[config.mk]
export PLATFORM = sky130hd
export DESIGN_NAME = fmsd_ram
export DESIGN_NICKNAME = d
export VERILOG_FILES = /design/src/design/fmsd_ram.sv
export SDC_FILE = /design/constraint.sdc
export NUM_CORES = 2
export LEC_CHECK = 0
export ABC_AREA = 1
export BUFFER_PORTS_ARGS = -buffer_cell sky130_fd_sc_hd__buf_4
export CAP_MARGIN = 20
export CORE_MARGIN = 2
export CORE_UTILIZATION = 30
export DETAILED_ROUTE_END_ITERATION = 8
export REMOVE_ABC_BUFFERS = 1
export SLEW_MARGIN = 20
export SYNTH_ARGS = -nofsm -noshare
export SYNTH_HDL_FRONTEND = slang
export SYNTH_SLANG_ARGS = --single-unit
[constraint.sdc]
create_clock -name clk -period 3.4 [get_ports clk]
set_input_delay 0.68 -clock clk [delete_from_list [all_inputs] [get_ports clk]]
set_output_delay 0.68 -clock clk [all_outputs]
set_load 0.1 [all_outputs]
[src/design/fmsd_ram.sv]
`timescale 1ns / 1ps
module fmsd_ram #(
    parameter int WIDTH = 8,
    parameter int DEPTH = 256
) (
    input  logic                     clk,
    input  logic                     en,
    input  logic                     we,
    input  logic [$clog2(DEPTH)-1:0] addr,
    input  logic [WIDTH-1:0]         wdata,
    output logic [WIDTH-1:0]         rdata
);

    logic [WIDTH-1:0] mem [DEPTH];
    logic [WIDTH-1:0] rdata_reg;

    always_ff @(posedge clk)
    begin
        if (en)
        begin
            if (we)
            begin
                mem[addr] <= wdata;
            end
            else
            begin
                rdata_reg <= mem[addr];
            end
        end
    end

    assign rdata = rdata_reg;

endmodule

==> metrics <==
GP Congestion 0.858; max-slew violations 0; Reg clk slew, reported paths 0.06 ns; Seq/Total Area, Yosys 72.8%; CP Data Arrival Time 3.36 ns; clk_lat worst skew 0.86 ns; GRT Overall Usage 16.2%; total grt overflow 0; TritonCTS clock tree done; Residual DRC 0; TritonRoute pass-1 iters 6; Synth Instances 7960; vias in the first global route 56100; max cap viols 0; Die X 536 um; cts hold-fix bufs 0; CP startpoint kind input pin; Clock Tree Root clkbuf_16; I/O pin total 27; Area Overhead vs Synth 17.0%; fraction of layout cells with a size suffix above 1 9.72%; Die Y 536 um; Worst Path Max Fanout 54; post-route ant nets 0; fin cells 12200; Util after Layout 35.2%; CTS resizes 0; status finished, final reports clean; max frequency 0.381 GHz; Leak 39.0 nW; largest net degree at the start of global routing 136; number of post-CTS setup repair buffers 0; unrepaired setup endpoints after global routing false; max reg flops 2048; Final min period 2.63 ns; Yosys warnings 0; Avg Cell Area, Syn 10.7 um^2; first-pass GRT wire length 355000 um; Initial Utilization 30.1%; Pwr Density 540 mW/mm^2; Setup crit start addr[1]; H-tree Lvls 4; min-delay src wdata[7]; R2R Path Start mem[131][3]; final setup fails 0; die area 0.287 mm^2; nature of the critical path endpoint register; Distinct cells, synth 14; vias per std cell 4.69; Worst EP required 4.13 ns; DP Wirelength 141000 um; initial antenna violation count 12; Final Hold Fails 0; VDD IR-drop max 0.558 mV; nets 8288; final WL 237000 um; row cnt 195; Setup Skew 0.0250 ns; final setup TNS 0 ns; total CTS buffers 211; core box area 0.282 mm^2; WL per Instance 19.5 um; initial drt markers 5983; Hold Path Class input pin to register; max_slew headroom 23.6%; worst-margin pin slew 1.14 ns; Via Count 57200; port bufs 26; #FFs+latches synth 2056; post-route clock period utilization 77.2%; post-placement cell count 11800; Setup CP Type input pin to register; Max clock buf depth 3; Post-Syn Area 0.0848 mm^2; clock sink count 2056
[logic make-up after synthesis]
family,after synthesis,share of synthesized area [%]
and+or+nand+nor,5336,24.1
AOI/OAI and AO/OA,128,0.755
DFF,2056,72.8
buffers and inverters,440,2.36
[power breakdown]
group          switching [mW]  internal, mW
clock network            9.84          12.7
registers              0.0195          27.9
logic                    2.38         0.783
[cell usage in the layout, fill, tap and decap left out, drive strengths merged]
cell / synthesis / layout
nand2: 4695 / 4695
edfxtp: 2056 / 2056
buf: 263 / 520
nor2: 345 / 345
clkbuf: 161 / 267
nand3: 256 / 256
o21ai: 128 / 128
clkinv: 2 / 90
nand4: 40 / 40
inv: 14 / 25
bufinv: 0 / 15
clkinvlp: 0 / 7
diode: 0 / 5
[Yosys cell counts]
cell type	number	area (um^2)
buf_1	35	131
buf_6	9	101
nand2_1	4695	17600
buf_4	5	37.5
buf_2	214	1070
clkbuf_1	161	604
o21ai_1	128	641
nor2_1	345	1290
inv_2	3	11.3
clkinv_1	2	7.51
edfxtp_1	2056	61700
nand4_1	40	250
nand3_1	256	1280
inv_1	11	41.3
[metrics by stage]
stage / hold WS, ns / total power [mW] / worst slack (ns) / area [um^2]
after detailed placement: 0.989 / 31.6 / -0.0421 / 92600
after global routing: 0.231 / 55.2 / 0.678 / 99300
after CTS: 0.210 / 53.9 / 0.764 / 99300
final: 0.248 / 53.6 / 0.774 / 99300
after floorplan: 0.779 / 30.1 / -13.57 / 82900
after global placement: 1.00 / 31.6 / -0.0382 / 92600
[per-layer routing]
layer	track usage (%)	up-vias	share of wire, %
li1	-	26900	-
met1	21.9	27900	43
met2	26.4	1972	47
met3	2.57	407	6.9
met4	5.74	10	3.4
met5	0	-	0.027
[critical path, stage by stage]
cell     delay, ns
buf_8         0.14
inv_8         0.22
buf_4         0.35
buf_4         0.59
nand2_1       0.14
nand2_1       0.10
nand2_1       0.06
nand2_1       0.14
o21ai_1       0.13
nand2_1       0.12
nor2_1        0.07
nor2_1        0.28
nor2_1        0.15
nand2_1       0.08
[cell type report]
type | instances | area (um^2)
Inverter | 16 | 85.1
Clock buffer | 267 | 5530
Clock inverter | 121 | 1120
Timing Repair Buffer | 520 | 4930
Tap cell | 3743 | 4680
Fill cell | 27600 | 183000
Multi-Input combinational cell | 5464 | 21200
Sequential cell | 2056 | 61700
Antenna cell | 5 | 12.5
[final timing paths]
path / end / slack, ns / depth (start not counted)
worst min-delay path: mem[102][7] / 0.25 / 1
worst min register to register: rdata[0] / 1.00 / 10
worst max-delay path: rdata[1] / 0.77 / 14
worst max register to register: rdata[3] / 1.13 / 13
(Power assumes the default switching activity.)
